===== src/rtl/core/tilc_pkg.sv =====
// Shared constants and types for the T-intersection light controller
`default_nettype none

package tilc_pkg;

  // light colour codes
  typedef enum logic [1:0] {
    CLR_GREEN  = 2'd0,
    CLR_YELLOW = 2'd1,
    CLR_RED    = 2'd2
  } color_t;

  // configuration register indexes
  localparam int CfgIdxW = 3;
  typedef enum logic [CfgIdxW-1:0] {
    REG_ACTIVE_WAIT    = 3'd0,
    REG_INACTIVE_WAIT  = 3'd1,
    REG_YELLOW_TIME    = 3'd2,
    REG_GREEN_DELAY    = 3'd3,
    REG_MIN_MAIN_GREEN = 3'd4,
    REG_MAX_SIDE_GREEN = 3'd5
  } cfg_reg_t;

  localparam int CfgW    = 8;
  localparam int StepW   = 8;
  localparam int InDataW  = 8;
  localparam int OutDataW = 8;

  // default width of the duration and green-time counters
  localparam int CountWidthDef = 8;

  // register reset values
  localparam logic [CfgW-1:0] RstActiveWait   = 8'd10;
  localparam logic [CfgW-1:0] RstInactiveWait = 8'd5;
  localparam logic [CfgW-1:0] RstYellowTime   = 8'd3;
  localparam logic [CfgW-1:0] RstGreenDelay   = 8'd5;
  localparam logic [CfgW-1:0] RstMinMainGreen = 8'd30;
  localparam logic [CfgW-1:0] RstMaxSideGreen = 8'd40;

endpackage : tilc_pkg

`default_nettype wire


===== src/rtl/core/t_intersection_light_controller.sv =====
// An input transaction reaches out_tvalid through the input register, then the result register.
// Throughput: one tick per cycle unless stalled; sequencer state and counters update in one pass.
// A result waiting in the output register holds the step; the input register still takes one
// transaction, after which in_tready stays low until the result is taken.
// Reset (synchronous, rst_n low): main green, side red, counters at one, no sequence,
// registers at their defaults (10, 5, 3, 5, 30, 40).
`default_nettype none

module t_intersection_light_controller #(
  parameter int COUNT_WIDTH = tilc_pkg::CountWidthDef
) (
  input  wire logic                           clk,
  input  wire logic                           rst_n,
  // input stream: [0] sensor_present, [7:1] zero
  input  wire logic                           in_tvalid,
  output logic                                in_tready,
  input  wire logic [tilc_pkg::InDataW-1:0]   in_tdata,
  // result stream: [1:0] main_color, [3:2] side_color, [4] changing, [5] forced, [7:6] zero
  output logic                                out_tvalid,
  input  wire logic                           out_tready,
  output logic [tilc_pkg::OutDataW-1:0]       out_tdata,
  // configuration write channel
  input  wire logic                           cfg_valid,
  output logic                                cfg_ready,
  input  wire logic [tilc_pkg::CfgIdxW-1:0]   cfg_index,
  input  wire logic [tilc_pkg::CfgW-1:0]      cfg_data
);

  import tilc_pkg::*;

  // compare width covers both counters and 8-bit registers
  localparam int CmpW = (COUNT_WIDTH > CfgW) ? COUNT_WIDTH : CfgW;
  localparam logic [COUNT_WIDTH-1:0] CountMax = {COUNT_WIDTH{1'b1}};
  localparam logic [COUNT_WIDTH-1:0] CountOne = COUNT_WIDTH'(1);
  localparam logic [StepW-1:0]       StepMax  = {StepW{1'b1}};

  // configuration registers
  logic [CfgW-1:0] active_wait_r, inactive_wait_r, yellow_time_r, green_delay_r;
  logic [CfgW-1:0] min_main_green_r, max_side_green_r;

  // input stage
  logic in_valid_r, sensor_r;

  // controller state
  logic                   sensor_level_r, sensor_level_nxt;
  logic [COUNT_WIDTH-1:0] sensor_count_r, sensor_count_nxt;
  color_t                 main_light_r, main_light_nxt;
  color_t                 side_light_r, side_light_nxt;
  logic [COUNT_WIDTH-1:0] main_cnt_r, main_cnt_nxt;
  logic [COUNT_WIDTH-1:0] side_cnt_r, side_cnt_nxt;
  logic                   seq_active_r, seq_active_nxt;
  logic                   seq_to_side_r, seq_to_side_nxt;
  logic [StepW-1:0]       seq_step_r, seq_step_nxt;
  logic                   forced_nxt;

  // result register
  logic                   out_valid_r;
  logic [OutDataW-1:0]    out_data_r;

  logic                   step_en;
  logic                   in_acc;

  // handshakes: result register frees on take, input register on step
  assign step_en   = in_valid_r && (!out_valid_r || out_tready);
  assign in_tready = !in_valid_r || step_en;
  assign in_acc    = in_tvalid && in_tready;
  assign cfg_ready = 1'b1;

  assign out_tvalid = out_valid_r;
  assign out_tdata  = out_data_r;

  // one tick of the controller
  always_comb begin
    logic [COUNT_WIDTH-1:0] sc0;
    logic                   main_ok, side_ok;
    logic [StepW-1:0]       last;
    color_t                 lose_l, win_l;
    logic [COUNT_WIDTH-1:0] lose_c, win_c;
    logic                   win_painted;

    sensor_level_nxt = sensor_level_r;
    sc0              = sensor_count_r;
    if (sensor_r != sensor_level_r) begin
      sensor_level_nxt = sensor_r;
      sc0              = CountOne;
    end

    main_light_nxt  = main_light_r;
    side_light_nxt  = side_light_r;
    main_cnt_nxt    = main_cnt_r;
    side_cnt_nxt    = side_cnt_r;
    seq_active_nxt  = seq_active_r;
    seq_to_side_nxt = seq_to_side_r;
    seq_step_nxt    = seq_step_r;
    forced_nxt      = 1'b0;

    main_ok = (main_light_r != CLR_GREEN) ||
              (CmpW'(main_cnt_r) > CmpW'(min_main_green_r));
    side_ok = (side_light_r != CLR_GREEN) ||
              (CmpW'(side_cnt_r) <= CmpW'(max_side_green_r));

    // sequence start decision
    if (seq_active_r || !main_ok || !side_ok) begin
      if (!side_ok) begin
        main_cnt_nxt    = CountOne;
        side_cnt_nxt    = CountOne;
        seq_active_nxt  = 1'b1;
        seq_to_side_nxt = 1'b0;
        seq_step_nxt    = '0;
        forced_nxt      = 1'b1;
      end
    end else if (sensor_level_nxt) begin
      if ((CmpW'(sc0) > CmpW'(active_wait_r)) && (main_light_r == CLR_GREEN) &&
          (side_light_r == CLR_RED)) begin
        seq_active_nxt  = 1'b1;
        seq_to_side_nxt = 1'b1;
        seq_step_nxt    = '0;
      end
    end else begin
      if ((CmpW'(sc0) > CmpW'(inactive_wait_r)) && (main_light_r == CLR_RED) &&
          (side_light_r == CLR_GREEN)) begin
        seq_active_nxt  = 1'b1;
        seq_to_side_nxt = 1'b0;
        seq_step_nxt    = '0;
      end
    end

    sensor_count_nxt = (sc0 == CountMax) ? sc0 : sc0 + CountOne;

    // sequence step: loser yellow then red, winner green
    lose_l = seq_to_side_nxt ? main_light_nxt : side_light_nxt;
    lose_c = seq_to_side_nxt ? main_cnt_nxt   : side_cnt_nxt;
    win_l  = seq_to_side_nxt ? side_light_nxt : main_light_nxt;
    win_c  = seq_to_side_nxt ? side_cnt_nxt   : main_cnt_nxt;
    win_painted = 1'b0;
    last = (yellow_time_r > green_delay_r) ? yellow_time_r : green_delay_r;
    if (seq_active_nxt) begin
      if (seq_step_nxt == yellow_time_r) begin
        lose_l = CLR_RED;
      end else if (seq_step_nxt == '0) begin
        lose_l = CLR_YELLOW;
      end
      if (seq_step_nxt == green_delay_r) begin
        win_l       = CLR_GREEN;
        win_painted = 1'b1;
      end
      if (win_painted) begin
        win_c = CountOne;
      end
      if (seq_step_nxt >= last) begin
        seq_active_nxt = 1'b0;
      end else if (seq_step_nxt != StepMax) begin
        seq_step_nxt = seq_step_nxt + StepW'(1);
      end
      if (seq_to_side_nxt) begin
        main_light_nxt = lose_l;
        main_cnt_nxt   = lose_c;
        side_light_nxt = win_l;
        side_cnt_nxt   = win_c;
      end else begin
        side_light_nxt = lose_l;
        side_cnt_nxt   = lose_c;
        main_light_nxt = win_l;
        main_cnt_nxt   = win_c;
      end
    end

    // green-time counting
    if ((main_light_nxt == CLR_GREEN) && (main_cnt_nxt != CountMax)) begin
      main_cnt_nxt = main_cnt_nxt + CountOne;
    end
    if ((side_light_nxt == CLR_GREEN) && (side_cnt_nxt != CountMax)) begin
      side_cnt_nxt = side_cnt_nxt + CountOne;
    end
  end

  // configuration registers
  always_ff @(posedge clk) begin
    if (!rst_n) begin
      active_wait_r    <= RstActiveWait;
      inactive_wait_r  <= RstInactiveWait;
      yellow_time_r    <= RstYellowTime;
      green_delay_r    <= RstGreenDelay;
      min_main_green_r <= RstMinMainGreen;
      max_side_green_r <= RstMaxSideGreen;
    end else if (cfg_valid && cfg_ready) begin
      case (cfg_reg_t'(cfg_index))
        REG_ACTIVE_WAIT:    active_wait_r    <= cfg_data;
        REG_INACTIVE_WAIT:  inactive_wait_r  <= cfg_data;
        REG_YELLOW_TIME:    yellow_time_r    <= cfg_data;
        REG_GREEN_DELAY:    green_delay_r    <= cfg_data;
        REG_MIN_MAIN_GREEN: min_main_green_r <= cfg_data;
        REG_MAX_SIDE_GREEN: max_side_green_r <= cfg_data;
        default: ;
      endcase
    end
  end

  // input register
  always_ff @(posedge clk) begin
    if (!rst_n) begin
      in_valid_r <= 1'b0;
    end else if (in_tready) begin
      in_valid_r <= in_tvalid;
    end
  end

  always_ff @(posedge clk) begin
    if (in_acc) begin
      sensor_r <= in_tdata[0];
    end
  end

  // controller state
  always_ff @(posedge clk) begin
    if (!rst_n) begin
      sensor_level_r <= 1'b0;
      sensor_count_r <= CountOne;
      main_light_r   <= CLR_GREEN;
      side_light_r   <= CLR_RED;
      main_cnt_r     <= CountOne;
      side_cnt_r     <= CountOne;
      seq_active_r   <= 1'b0;
      seq_to_side_r  <= 1'b0;
      seq_step_r     <= '0;
    end else if (step_en) begin
      sensor_level_r <= sensor_level_nxt;
      sensor_count_r <= sensor_count_nxt;
      main_light_r   <= main_light_nxt;
      side_light_r   <= side_light_nxt;
      main_cnt_r     <= main_cnt_nxt;
      side_cnt_r     <= side_cnt_nxt;
      seq_active_r   <= seq_active_nxt;
      seq_to_side_r  <= seq_to_side_nxt;
      seq_step_r     <= seq_step_nxt;
    end
  end

  // result register
  always_ff @(posedge clk) begin
    if (!rst_n) begin
      out_valid_r <= 1'b0;
    end else if (step_en) begin
      out_valid_r <= 1'b1;
    end else if (out_tready) begin
      out_valid_r <= 1'b0;
    end
  end

  always_ff @(posedge clk) begin
    if (step_en) begin
      out_data_r <= {2'b00, forced_nxt, seq_active_nxt, side_light_nxt, main_light_nxt};
    end
  end

endmodule : t_intersection_light_controller

`default_nettype wire

===== config.mk =====
export PLATFORM = sky130hd
export DESIGN_NAME = t_intersection_light_controller
export DESIGN_NICKNAME = d
export VERILOG_FILES = /design/src/rtl/core/tilc_pkg.sv /design/src/rtl/core/t_intersection_light_controller.sv
export SDC_FILE = /design/constraint.sdc
export NUM_CORES = 1
export LEC_CHECK = 0
export ABC_AREA = 1
export BUFFER_PORTS_ARGS = -buffer_cell sky130_fd_sc_hd__buf_2
export CORE_MARGIN = 2
export CORE_UTILIZATION = 45
export CTS_BUF_LIST = sky130_fd_sc_hd__clkbuf_2
export CTS_CLUSTER_DIAMETER = 30
export DETAILED_ROUTE_END_ITERATION = 10
export PLACE_DENSITY = 0.72
export SYNTH_ARGS = -nofsm -noshare
export SYNTH_HDL_FRONTEND = slang
export SYNTH_SLANG_ARGS = --single-unit

===== constraint.sdc =====
create_clock -name clk -period 8.01 [get_ports clk]
set_input_delay 1.2015 -clock clk [delete_from_list [all_inputs] [get_ports clk]]
set_output_delay 1.2015 -clock clk [all_outputs]
set_load 0.1 [all_outputs]

==> run_results.csv <==
group,metric,value,unit
sta,clock_skew,0.05808,ns
sta,fin_hold_ws,0.4802,ns
sta,max_slew_margin,40.11,%
worst_setup_path,path_cells,"ha_1, nand2_1, inv_1, ha_1, nand2_1, inv_1, nand3_1, nor3_2, nor2_1, nand2_2, nand2_2, nand2_4, nand2_1, inv_1, ha_1, a21oi_1, nor2_1, a211oi_1, and3_1, inv_1, nor2_1, nand4_1, a211oi_1, a211oi_1",
global_routing,grt_first_pass_wirelength,25.88,mm
detailed_routing,drt_iter0_markers,505,
clock_tree,root_buffer,"clkbuf_2",
logic_synthesis,synth_edf_count,7,
final_layout,multi_input_area,0.003754,mm^2
worst_setup_path,cp_num_buf_inv,4,
final_layout,final_util,48.58,%
clock_tree,clk_latency,0.62,ns
logic_synthesis,synth_flop_cell,"dfxtp_1",
worst_setup_path,critPathTopFamily,"simple AND/OR/NAND/NOR gates",
sta,period_share,57.03,%
detailed_routing,wl_per_cell,13.33,um
sta,rsz0062_at_grt,"no",
logic_synthesis,synth.mux.area_fraction,0,%
clock_tree,post_cts_buffers,0,
worst_hold_path,min_from,"inactive_wait_r[7]",
placement,portBuffers,24,
global_routing,grt_antenna_before_repair,0,
clock_tree,hold_buffers,0,
global_routing,grt_use_total,21.60,%
logic_synthesis,synth.area.top_cells,"dfxtp_1 (27%), nand2_1 (13%), ha_1 (9.2%)",
logic_synthesis,synthSimpleGateAreaFrac,29.89,%
clock_tree,clk_pin_slew,0.28,ns
worst_hold_path,hold_depth,2,
detailed_routing,drt-total-wl,15.60,mm
logic_synthesis,yosysSeqAreaShare,30.64,%
die,core_area,0.01399,mm^2
detailed_routing,antenna_left,0,
sta,hold_viol,0,
worst_setup_path,cp-start-kind,"flop",
die,rows,43,
sta,tightestPinTransition,0.8924,ns
die,initial_core_util,46.48,%
worst_setup_path,endpoint_kind,"flop",
placement,place_inst,1155,
worst_setup_path,timing.rr.end,"seq_step_r[7]",
worst_setup_path,crit_type,"flop to flop",
worst_setup_path,arrival,5.05,ns
die,die_w,124.2,um
clock_tree,clockBufferDepth,2,
clock_tree,htree_levels,3,
logic_synthesis,synth_compound_area_share,16.69,%
worst_setup_path,path_common_cell,"inv_1",
power_and_ir_drop,vdd_ir_drop_max,0.08533,mV
final_layout,fill_cells,1455,
logic_synthesis,synth_cells,979,
detailed_routing,drc,0,
logic_synthesis,yosys.area.top_type,"dfxtp_1",
clock_tree,cts_tree,"built",
die,die_y,124.2,um
die,pin_count,35,
detailed_routing,vias,5989,
logic_synthesis,yosysTopAreaCellShare,27.41,%
worst_hold_path,worstHoldPathType,"flop to flop",
global_routing,overflow,0,
detailed_routing,firstDrtPassIters,5,
power_and_ir_drop,leakage,3.353,nW
sta,drv_slew,0,
worst_setup_path,cp_slowest_cell,"ha_1",
logic_synthesis,synthArstFlopShare,0,%
worst_setup_path,crit_fanout,19,
logic_synthesis,synth_top_family_by_area,"simple AND/OR/NAND/NOR gates",
worst_setup_path,cp.depth,24,
worst_setup_path,cp.required,8.50,ns
sta,period_needed,4.568,ns
flow_run,max_cap_viol_count,0,
logic_synthesis,synth_area,0.006501,mm^2
logic_synthesis,synth_fa_ha_area_share,9.238,%
sta,setup_viol,0,
outcome,status,"finished clean",
logic_synthesis,yosys.area_share.xor_xnor,1.751,%
sta,tns,0,ns
logic_synthesis,synth.distinct_cells,42,
sta,fmax,0.2189,GHz
placement,hpwl,11.49,mm
global_routing,grt_max_degree,68,
worst_setup_path,ff2ff_path_depth,24,
detailed_routing,viasPerCell,5.119,
placement,place_congestion,0.8672,
final_layout,final-instance-count-excl-fill,1170,
worst_setup_path,max_stage_delay,0.50,ns
logic_synthesis,ys_ff_latch,96,
power_and_ir_drop,power.density,150.0,mW/mm^2
final_layout,syn_to_final_growth,4.523,%
final_layout,drive_above_1_share,8.687,%
clock_tree,cts_resized,0,
final_layout,finalNetCount,1058,
logic_synthesis,avgSynthCellArea,6.641,um^2
worst_setup_path,r2r_slack,3.44,ns
logic_synthesis,yosys_warnings,0,
final_layout,seqCellArea,0.001992,mm^2
die,die-area,0.01542,mm^2
global_routing,grt_pass1_vias,5298,
clock_tree,clock-sinks,96,
clock_tree,cts_buffers,9,
final_layout,antenna_cells,0,
worst_setup_path,regToRegStartpoint,"sensor_r",
worst_hold_path,min_to,"inactive_wait_r[7]",
-- synth_stat cells (6+ instances only) --
cell and instances:
nand2_1 232, inv_1 149, dfxtp_1 89, nor2_1 88
a21oi_1 75, o21ai_0 74, nand3_1 54, ha_1 48
o211ai_1 18, clkbuf_1 17, nand4_1 14, nand2_2 13
o21ai_1 12, xor2_1 9, edfxtp_1 7, nand3_2 7
nor3_1 6
-- metal layers --
layer  vias up  track usage (%)  wire length (um)
li1       3168                -                 -
met1      2678            29.33              7399
met2       128            34.97              7242
met3        15            4.487               738
met4         0            5.407               216
met5         -                0                 0
-- worst max path at each step --
stage                     startpoint            end  slack [ns]
after floorplan             sensor_r  seq_step_r[7]        4.30
after global placement      sensor_r  seq_step_r[7]        3.53
after detailed placement    sensor_r  seq_step_r[7]        3.48
after CTS                   sensor_r  seq_step_r[7]        3.42
after global routing        sensor_r  seq_step_r[7]        2.94
final                       sensor_r  seq_step_r[7]        3.44
-- cells in the final DEF (no fill, tap or decap), types with 9 or more instances in the layout --
cell type,Yosys,routed
nand2_1,232,232
inv_1,149,149
dfxtp_1,89,89
nor2_1,88,88
a21oi_1,75,75
o21ai_0,74,74
nand3_1,54,54
ha_1,48,48
buf_2,5,24
o211ai_1,18,18
nand4_1,14,14
nand2_2,13,13
o21ai_1,12,12
xor2_1,9,9
clkbuf_2,0,9
-- cells by family (layout without fill, tap and decap cells) --
family | count (synthesis) | in the layout
fa+ha+maj | 48 | 48
xor+xnor | 13 | 13
flops | 96 | 96
buf+inv | 189 | 199
other cells | 2 | 3
simple gates | 434 | 434
compound gates | 197 | 197
-- tightest hold or removal path: cells and delay by family, from the launching register on --
family / cells / cell delay, ns
flops: 1 / 0.37
buf+inv: 1 / 0.06
compound gates: 1 / 0.05
-- state kept, by name, summed over array words and instances, names as in the netlist, 2 cells and up --
register	flops
min_main_green_r	8
yellow_time_r	8
max_side_green_r	8
main_light_r	2
seq_step_r	8
out_tdata	6
sensor_count_r	8
green_delay_r	8
inactive_wait_r	8
side_light_r	2
active_wait_r	8
side_cnt_r	8
main_cnt_r	8
-- final cells by class --
cell class	instances	area share, %
Clock inverter	6	0.6629
Timing Repair Buffer	27	2.099
Multi-Input combinational cell	695	55.24
Sequential cell	96	29.31
Inverter	157	8.709
Tap cell	180	3.314
Clock buffer	9	0.6629
-- power breakdown --
part / internal, mW / total, mW / switching [mW]
sequential: 0.509 / 0.524 / 0.0148
combinational: 0.0845 / 0.279 / 0.195
clock: 0.0398 / 0.216 / 0.176
total: 0.633 / 1.02 / 0.386
-- stage by stage --
stage	total power [mW]	instance area, um^2	setup WS, ns
2_1_floorplan	0.7523	6505	4.301
3_3_place_gp	0.8054	6705	3.534
3_5_place_dp	0.8097	6705	3.483
4_1_cts	1.024	6795	3.421
5_1_grt	1.089	6795	2.944
6_report	1.019	6795	3.442
Power figures use the tool's default switching activity.
